===== config.mk =====
export PLATFORM = sky130hd
export DESIGN_NAME = prd_seq
export DESIGN_NICKNAME = d
export VERILOG_FILES = /design/src/hw/rtl/prd_pkg.sv /design/src/hw/rtl/prd_seq.sv
export SDC_FILE = /design/constraint.sdc
export NUM_CORES = 1
export LEC_CHECK = 0
export BUFFER_PORTS_ARGS = -buffer_cell sky130_fd_sc_hd__buf_2
export CAP_MARGIN = 20
export CORE_UTILIZATION = 40
export DETAILED_ROUTE_END_ITERATION = 16
export GPL_TIMING_DRIVEN = 0
export MAX_ROUTING_LAYER = met4
export PLACE_DENSITY = 0.64
export SETUP_SLACK_MARGIN = 0.2
export SYNTH_ARGS = -nofsm -noshare
export SYNTH_HDL_FRONTEND = slang
export SYNTH_SLANG_ARGS = --single-unit

===== constraint.sdc =====
create_clock -name clk_i -period 4.3 [get_ports clk_i]
set_input_delay 0.215 -clock clk_i [delete_from_list [all_inputs] [get_ports clk_i]]
set_output_delay 0.215 -clock clk_i [all_outputs]
set_load 0.01 [all_outputs]

===== src/hw/rtl/prd_pkg.sv =====
// Shared constants and types for the PCX run-length plane decoder.
// No dependencies; imported by the top level and the sequencer of the decoder.
package prd_pkg;

  // Default sizing of the line stores and the row counter
  localparam int unsigned PRD_MAX_WIDTH  = 1024;
  localparam int unsigned PRD_MAX_HEIGHT = 65536;

  // Configuration port
  localparam int unsigned CFG_IDX_W  = 2;
  localparam int unsigned CFG_DATA_W = 17;
  localparam int unsigned CFG_WIDTH_BITS  = 11;
  localparam int unsigned CFG_HEIGHT_BITS = 17;

  typedef enum logic [CFG_IDX_W-1:0] {
    CFG_TRUE_COLOR   = 2'd0,
    CFG_IMAGE_WIDTH  = 2'd1,
    CFG_IMAGE_HEIGHT = 2'd2,
    CFG_UNUSED       = 2'd3
  } prd_cfg_idx_e;

  // Input operation codes
  localparam logic OP_DATA    = 1'b0;
  localparam logic OP_RESTART = 1'b1;

  // Stream byte coding
  localparam logic [7:0] RUN_MARKER_MASK = 8'hC0;
  localparam int unsigned RUN_LEN_W      = 6;

  // Plane numbering inside one true-color line
  localparam logic [1:0] PLANE_FIRST  = 2'd0;
  localparam logic [1:0] PLANE_SECOND = 2'd1;
  localparam logic [1:0] PLANE_MERGE  = 2'd2;

  // One decoded copy, as issued by the sequencer to the stores and output stage
  typedef struct packed {
    logic go;        // a copy is processed this cycle
    logic emit;      // the copy produces a pixel
    logic wr_first;  // store the byte in the first-plane line store
    logic wr_second; // store the byte in the second-plane line store
    logic last;      // final pixel caused by the current input byte
    logic eop;       // final pixel of the picture
  } prd_step_t;

endpackage


===== src/hw/rtl/prd_seq.sv =====
// Decoder sequencer: configuration registers, run decoding and the copy engine
// that walks column, plane and row. Depends on prd_pkg.
module prd_seq import prd_pkg::*; #(
  parameter int unsigned MAX_WIDTH  = PRD_MAX_WIDTH,
  parameter int unsigned MAX_HEIGHT = PRD_MAX_HEIGHT,
  localparam int unsigned CW = (MAX_WIDTH > 1) ? $clog2(MAX_WIDTH) : 1,
  localparam int unsigned RW = (MAX_HEIGHT > 1) ? $clog2(MAX_HEIGHT) : 1
) (
  input  logic                  clk_i,
  input  logic                  rst_ni,
  input  logic                  cfg_we_i,
  input  logic [CFG_IDX_W-1:0]  cfg_idx_i,
  input  logic [CFG_DATA_W-1:0] cfg_data_i,
  input  logic                  in_valid_i,
  output logic                  in_ready_o,
  input  logic                  op_i,
  input  logic [7:0]            data_byte_i,
  input  logic                  out_free_i,
  output prd_step_t             step_o,
  output logic [CW-1:0]         addr_o,
  output logic [7:0]            value_o,
  output logic                  tc_o
);

  logic                 tc_q, tc_d;
  logic [CW:0]          width_q, width_d;
  logic [RW:0]          height_q, height_d;
  logic                 pending_q, pending_d;
  logic [RUN_LEN_W-1:0] run_len_q, run_len_d;
  logic [RUN_LEN_W-1:0] cnt_q, cnt_d;
  logic [7:0]           value_q, value_d;
  logic [1:0]           plane_q, plane_d;
  logic [CW-1:0]        col_q, col_d;
  logic [RW-1:0]        row_q, row_d;
  logic                 fin_q, fin_d;

  logic        busy, accept, emit_now, go;
  logic [CW:0] col_inc;
  logic [RW:0] row_inc;
  logic        col_wrap, row_done, line_end, fin_new, stop;
  logic [31:0] cfg_w_raw, cfg_h_raw, cfg_w_eff, cfg_h_eff;

  // Clamp register writes to the supported picture size
  always_comb begin
    cfg_w_raw = 32'(cfg_data_i[CFG_WIDTH_BITS-1:0]);
    cfg_h_raw = 32'(cfg_data_i[CFG_HEIGHT_BITS-1:0]);
    if (cfg_w_raw == 32'd0) begin
      cfg_w_eff = 32'd1;
    end else if (cfg_w_raw > 32'(MAX_WIDTH)) begin
      cfg_w_eff = 32'(MAX_WIDTH);
    end else begin
      cfg_w_eff = cfg_w_raw;
    end
    if (cfg_h_raw == 32'd0) begin
      cfg_h_eff = 32'd1;
    end else if (cfg_h_raw > 32'(MAX_HEIGHT)) begin
      cfg_h_eff = 32'(MAX_HEIGHT);
    end else begin
      cfg_h_eff = cfg_h_raw;
    end
  end

  assign busy       = (cnt_q != '0);
  assign in_ready_o = !busy;
  assign accept     = in_valid_i && in_ready_o;
  assign emit_now   = !tc_q || (plane_q == PLANE_MERGE);
  assign go         = busy && (!emit_now || out_free_i);

  assign col_inc  = {1'b0, col_q} + (CW+1)'(1);
  assign row_inc  = {1'b0, row_q} + (RW+1)'(1);
  assign col_wrap = (col_inc >= width_q);
  assign row_done = (row_inc >= height_q);
  assign line_end = col_wrap && (!tc_q || plane_q == PLANE_MERGE);
  assign fin_new  = line_end && row_done;
  // In true-color mode a run never crosses the end of a line
  assign stop     = fin_new || (line_end && tc_q) || (cnt_q == RUN_LEN_W'(1));

  always_comb begin
    tc_d      = tc_q;
    width_d   = width_q;
    height_d  = height_q;
    pending_d = pending_q;
    run_len_d = run_len_q;
    cnt_d     = cnt_q;
    value_d   = value_q;
    plane_d   = plane_q;
    col_d     = col_q;
    row_d     = row_q;
    fin_d     = fin_q;

    if (cfg_we_i && cfg_idx_i != CFG_UNUSED) begin
      unique case (prd_cfg_idx_e'(cfg_idx_i))
        CFG_TRUE_COLOR:   tc_d     = cfg_data_i[0];
        CFG_IMAGE_WIDTH:  width_d  = (CW+1)'(cfg_w_eff);
        CFG_IMAGE_HEIGHT: height_d = (RW+1)'(cfg_h_eff);
        default:          tc_d     = tc_q;
      endcase
      pending_d = 1'b0;
      run_len_d = '0;
      cnt_d     = '0;
      plane_d   = PLANE_FIRST;
      col_d     = '0;
      row_d     = '0;
      fin_d     = 1'b0;
    end else if (accept) begin
      if (op_i == OP_RESTART) begin
        pending_d = 1'b0;
        run_len_d = '0;
        plane_d   = PLANE_FIRST;
        col_d     = '0;
        row_d     = '0;
        fin_d     = 1'b0;
      end else if (!fin_q) begin
        if (pending_q) begin
          pending_d = 1'b0;
          cnt_d     = run_len_q;
          value_d   = data_byte_i;
        end else if ((data_byte_i & RUN_MARKER_MASK) == RUN_MARKER_MASK) begin
          pending_d = 1'b1;
          run_len_d = data_byte_i[RUN_LEN_W-1:0];
        end else begin
          cnt_d   = RUN_LEN_W'(1);
          value_d = data_byte_i;
        end
      end
    end else if (go) begin
      // Advance one copy
      cnt_d = stop ? '0 : cnt_q - RUN_LEN_W'(1);
      if (col_wrap) begin
        col_d = '0;
        if (tc_q && plane_q != PLANE_MERGE) begin
          plane_d = plane_q + 2'd1;
        end else begin
          plane_d = PLANE_FIRST;
          row_d   = row_inc[RW-1:0];
          fin_d   = row_done;
        end
      end else begin
        col_d = col_inc[CW-1:0];
      end
    end
  end

  always_ff @(posedge clk_i or negedge rst_ni) begin
    if (!rst_ni) begin
      tc_q      <= 1'b0;
      width_q   <= (CW+1)'(1);
      height_q  <= (RW+1)'(1);
      pending_q <= 1'b0;
      run_len_q <= '0;
      cnt_q     <= '0;
      plane_q   <= PLANE_FIRST;
      col_q     <= '0;
      row_q     <= '0;
      fin_q     <= 1'b0;
    end else begin
      tc_q      <= tc_d;
      width_q   <= width_d;
      height_q  <= height_d;
      pending_q <= pending_d;
      run_len_q <= run_len_d;
      cnt_q     <= cnt_d;
      plane_q   <= plane_d;
      col_q     <= col_d;
      row_q     <= row_d;
      fin_q     <= fin_d;
    end
  end

  always_ff @(posedge clk_i) begin
    value_q <= value_d;
  end

  always_comb begin
    step_o.go        = go;
    step_o.emit      = go && emit_now;
    step_o.wr_first  = go && tc_q && (plane_q == PLANE_FIRST);
    step_o.wr_second = go && tc_q && (plane_q == PLANE_SECOND);
    step_o.last      = stop;
    step_o.eop       = fin_new;
  end

  assign addr_o  = col_q;
  assign value_o = value_q;
  assign tc_o    = tc_q;

  // A finished picture has no copy in flight
  a_fin_idle: assert property (@(posedge clk_i) disable iff (!rst_ni)
    fin_q |-> !busy)
    else $error("copy engine active after end of picture");

  // The column stays inside the configured line
  a_col_range: assert property (@(posedge clk_i) disable iff (!rst_ni)
    {1'b0, col_q} < width_q)
    else $error("column beyond line width");

  // A counted run never overlaps a pending marker
  a_run_vs_marker: assert property (@(posedge clk_i) disable iff (!rst_ni)
    busy |-> !pending_q)
    else $error("run marker pending while copies are issued");

endmodule

# == Word-level counts from Yosys, hierarchy flattened ==
# Index checks and enable logic that the tools add are counted.
# word_totals
register_bits,79
inputBits,33
output_inout_bits,26
# op_classes
addsub,4
magnitude_cmp,4
n_eq_ne,16
n_mux,49
bitwise,3
n_reduce_logical,37
# op_table
operator,n
$mux 16,6
$mux 6,14
$mux 10,5
$mux 17,2
$mux 11,2
$add 16x1->17 const B,1
$ge 17x17->1,1
$gt 17x17->1 const B,1
$logic_not 17->1,1
$mux 8,2
$ne 3x2->1 const B,5
$mux 1,12
$mux 2,6
$reduce_and 4->1,3
$add 10x1->11 const B,1
$ge 11x11->1,1
$gt 11x11->1 const B,1
$logic_and 1x1->1,11
$logic_not 11->1,1
$reduce_and 2->1,5
$reduce_bool 3->1,3
$eq 2x2->1 const B,3
$eq 6x1->1 const B,1
$ne 2x2->1 const B,3
other kinds (13),22

# == Longest topological paths before layout ==
# logic_depth
word_depth,10
ltp_mapped,14

# == Least setup slack after synthesis ==
# No wires, ideal clock.
# synth_timing
path_type,reg2out
startpoint,register row_q[0]
endpoint,output step_o[1] (netlist bit)
t_arrival_ns,3.068
path_slack_ns,1.017
path_stages_with_launch,12
n_path_buf,1
path_cell_list,dfrtp_1 -> ha_1 -> nand3_1 -> nor4_1 -> and3_1 -> xor2_1 -> ha_1 -> nand4_1 -> a2111o_1 -> a31oi_1 -> or2_2 -> buf_4
# synth_via
elab_chain_cells,5
# synth_rtl
item,line_no,source
from (decl),prd_seq.sv:34,"logic [RW-1:0] row_q, row_d;"
from (signal assigned),prd_seq.sv:165,row_q <= row_d;
$add 16x1->17,prd_seq.sv:70,"assign row_inc = {1'b0, row_q} + (RW+1)'(1);"
$ge 17x17->1,prd_seq.sv:72,assign row_done = (row_inc >= height_q);
$logic_and 1x1->1,prd_seq.sv:74,assign fin_new = line_end && row_done;
$logic_or 1x1->1 (2 in a row),prd_seq.sv:76,assign stop = fin_new || (line_end && tc_q) || (cnt_q == RUN_LEN_W'(1));
to (decl),prd_seq.sv:19,"output prd_step_t step_o,"
# No other way between the ends.

# == Worst setup path after layout ==
# Same ends and word-level chain as after synthesis.

==> flow_summary.yaml <==
run_status:
  outcome: "finished, final reports clean"
place:
  port_buffers: 57
  preCtsSetupSlack_ns: 0.0496
  hpwl_um: 8520
  placedCellCount: 662
  routabilityCongestion: 0.870
timing:
  finalSetupViolations: 0
  grt_setup_unrepaired: "no"
  hold_viol: 0
  maxSlewViolCount: 0
  final.setup_skew_ns: 0.00959
  holdWs_ns: 0.0582
  tns_ns: 0
  layout_setup_ws_ns: 0.416
  max_freq_ghz: 0.257
  tightestPinTransition_ns: 0.989
  layout_min_cycle_time_ns: 3.88
  relSlewSlack_pct: 33.1
  fin_crit_sh_pct: 90.3
cts:
  cts_tree: "built"
  clk_latency_ns: 0.35
  clock_path_buffers: 2
  cts_made_buffers: 9
  cts_sinks: 79
  cts_htree_levels: 3
  clk_pin_slew_worst_paths_ns: 0.06
  clock-root-buffer: "clkbuf_16"
global_routing:
  antenna_found_initial: 0
  grt_max_degree: 50
  grt_pass1_vias: 3735
  grt_pass1_wl_um: 18700
  grt_usage_pct: 21.5
  grt_overflow: 0
routing:
  dr.pass1.iters: 4
  drt_iter0_drc: 267
  routed_wl_um: 11500
  vias: 3826
  drcViolationCount: 0
  routed_via_density: 5.58
  ant_nets: 0
  post_drt_wl_per_cell_um: 16.8
setup_path:
  cp_max_fo: 7
  rrSetupSlack_ns: 0.78
  timing.rr.end: "addr_o[5]"
  slowest_delay_ns: 0.43
  end_kind: "output port"
  path_buf_inv: 4
  path_depth: 14
  rr_worst_depth: 15
  start_kind: "flop"
  cp_slowest_cell: "dfrtp_1"
  crit_top_cell: "buf_4"
  critPathArrivalTime_ns: 3.67
  worst-setup-path-type: "flop to output port"
  worstPathRequired_ns: 4.09
  cp_cell_sequence: "ha_2, nand3_4, nor4_4, and3_1, xor2_1, ha_1, nand4_1, inv_1, a221oi_2, buf_4, a31oi_4, or2_2, buf_4, buf_2"
  worst_path_dominant_cell_family: "simple AND/OR/NAND/NOR gates"
  rr_startpoint: "addr_o[1]"
synth:
  syn-num-nets: 532
  synth_ff_type: "dfrtp_1"
  ys_async_sr_fraction_pct: 89.9
  yosysUniqueCellTypes: 61
  synth_fa_ha_area_share_pct: 9.44
  yosys_warnings: 0
  synth_compound_area_share_pct: 20.1
  ys_ff_latch: 79
  synthMuxAreaShare_pct: 0.944
  seq_area_frac_synth_pct: 43.5
  synthSimpleGateAreaFrac_pct: 16.1
  synth_top_family_by_area: "compound AO/OA/AOI/OAI gates"
  syn_area_mm2: 0.00464
  synth_xor_area_share_pct: 4.72
  avgSynthCellArea_um2: 10.0
  syn_inst: 464
  synth_edf_count: 8
hold_path:
  hold_class: "primary input to flop"
  whs_path_depth: 1
  hold_path_startpoint: "data_byte_i[6]"
  hold_path_end: "value_o[6]"
die:
  initial_core_util_pct: 41.9
  die_x_um: 110
  core_area_mm2: 0.0111
  fp.dieH_um: 110
  core.rowCount: 38
  die_area_mm2: 0.0120
  io_pins: 59
finish:
  final_cell_mix: "dfrtp_1, buf_2, nand2_1"
  seq_area_mm2: 0.00202
  fill_cells: 1034
  final_nets: 609
  syn_to_final_growth_pct: 20.2
  stdcell_count: 686
  multi_input_area_mm2: 0.00246
  n_antenna_cell: 0
  layout_commonest_cell: "dfrtp_1"
  drive_above_1_share_pct: 24.7
power_and_ir_drop:
  pwr_density_cell_mw_per_mm2: 449
  p_total_mw: 2.50
  power.leakage_nw: 2.60
  peakVddDrop_mv: 0.343
flow_run:
  max_cap_violations: 0
[kinds of logic (layout without fill, tap and decap cells)]
kind of cell,Yosys count,count (layout)
AO/OA/AOI/OAI,124,124
XOR/XNOR,25,25
adder cells (fa/ha/maj),35,35
buffers and inverters,53,135
flip-flops,79,79
multiplexers,4,4
AND/OR/NAND/NOR,144,144
[power breakdown]
group          total [mW]  internal (mW)  switching [mW]  leakage (nW)
clock               0.785          0.451           0.334         0.147
sequential          0.936          0.844          0.0915          1.02
combinational       0.782          0.318           0.465          1.44
total                2.50           1.61           0.890          2.60
[registers in the layout (all words and copies together) (netlist names)]
register,count
fin_q,1
width_q,11
pending_q,1
cnt_q,6
run_len_q,6
value_o,8
addr_o,10
tc_o,1
height_q,17
plane_q,2
row_q,16
[worst max path at each step]
stage          startpoint  slack, ns         to
6_report         row_q[0]       0.42  step_o[1]
5_1_grt         addr_o[1]       0.19  step_o[1]
4_1_cts          row_q[0]       0.20  step_o[1]
3_5_place_dp     row_q[0]       0.05  step_o[1]
3_3_place_gp     row_q[0]       0.12  step_o[1]
2_1_floorplan    row_q[0]       1.02  step_o[1]
[cell usage after synthesis, types with 3 or more instances]
| cell type | instances | area (µm²) |
|---|---|---|
| nand3_2 | 3 | 30.0 |
| a22o_1 | 14 | 123 |
| a22oi_1 | 6 | 45.0 |
| clkbuf_1 | 5 | 18.8 |
| dfrtp_1 | 69 | 1730 |
| a31oi_1 | 9 | 56.3 |
| buf_4 | 3 | 22.5 |
| nand2_1 | 42 | 158 |
| nor2b_1 | 7 | 43.8 |
| nand3_1 | 15 | 75.1 |
| a21oi_1 | 21 | 105 |
| nand2b_1 | 8 | 50.1 |
| o311ai_0 | 5 | 43.8 |
| a32o_1 | 11 | 110 |
| ha_1 | 35 | 438 |
| and3_1 | 6 | 37.5 |
| nand4_1 | 3 | 18.8 |
| mux2_2 | 3 | 33.8 |
| o41ai_1 | 3 | 26.3 |
| xnor2_1 | 14 | 123 |
| o21ai_0 | 19 | 95.1 |
| edfxtp_1 | 8 | 240 |
| xor2_1 | 11 | 96.3 |
| nor2_1 | 27 | 101 |
| o31ai_1 | 8 | 60.1 |
| inv_1 | 37 | 139 |
| nand3b_1 | 7 | 52.6 |
| buf_2 | 5 | 25.0 |
| a22o_2 | 13 | 130 |
| nor3_1 | 6 | 30.0 |
[routing by layer]
| metal | up-vias | GRT usage, % | part of all wire [%] |
|---|---|---|---|
| met5 | - | - | 0 |
| met4 | 0 | 8.67 | 2.2 |
| met3 | 20 | 3.91 | 3.9 |
| met2 | 84 | 33.5 | 48 |
| li1 | 1856 | - | - |
| met1 | 1866 | 27.6 | 46 |
[final cells by class]
type	count	share of cell area, %
timing repair buffer	66	6.78
inverter	37	2.49
buffer	16	1.91
multi-input combinational	332	44.1
tap	140	3.14
clock inverter	7	1.32
sequential	79	36.3
clock buffer	9	4.04
[what timing repair did]
action,4_1_cts,5_1_grt
endpoints found under the setup margin,2,2
hold buffers,1,0
endpoints found under the hold margin,21,0
buffers inserted,0,6
resized for setup,7,12
pin swaps,0,4
[metrics by stage]
stage | cell area (µm²) | util [%]
after floorplan | 4640 | -
after global placement | 5100 | 46.0
after detailed placement | 5130 | 46.3
after CTS | 5470 | 49.4
after global routing | 5580 | 50.3
final | 5580 | 50.3
No activity file was read; power rests on OpenSTA's default activity.
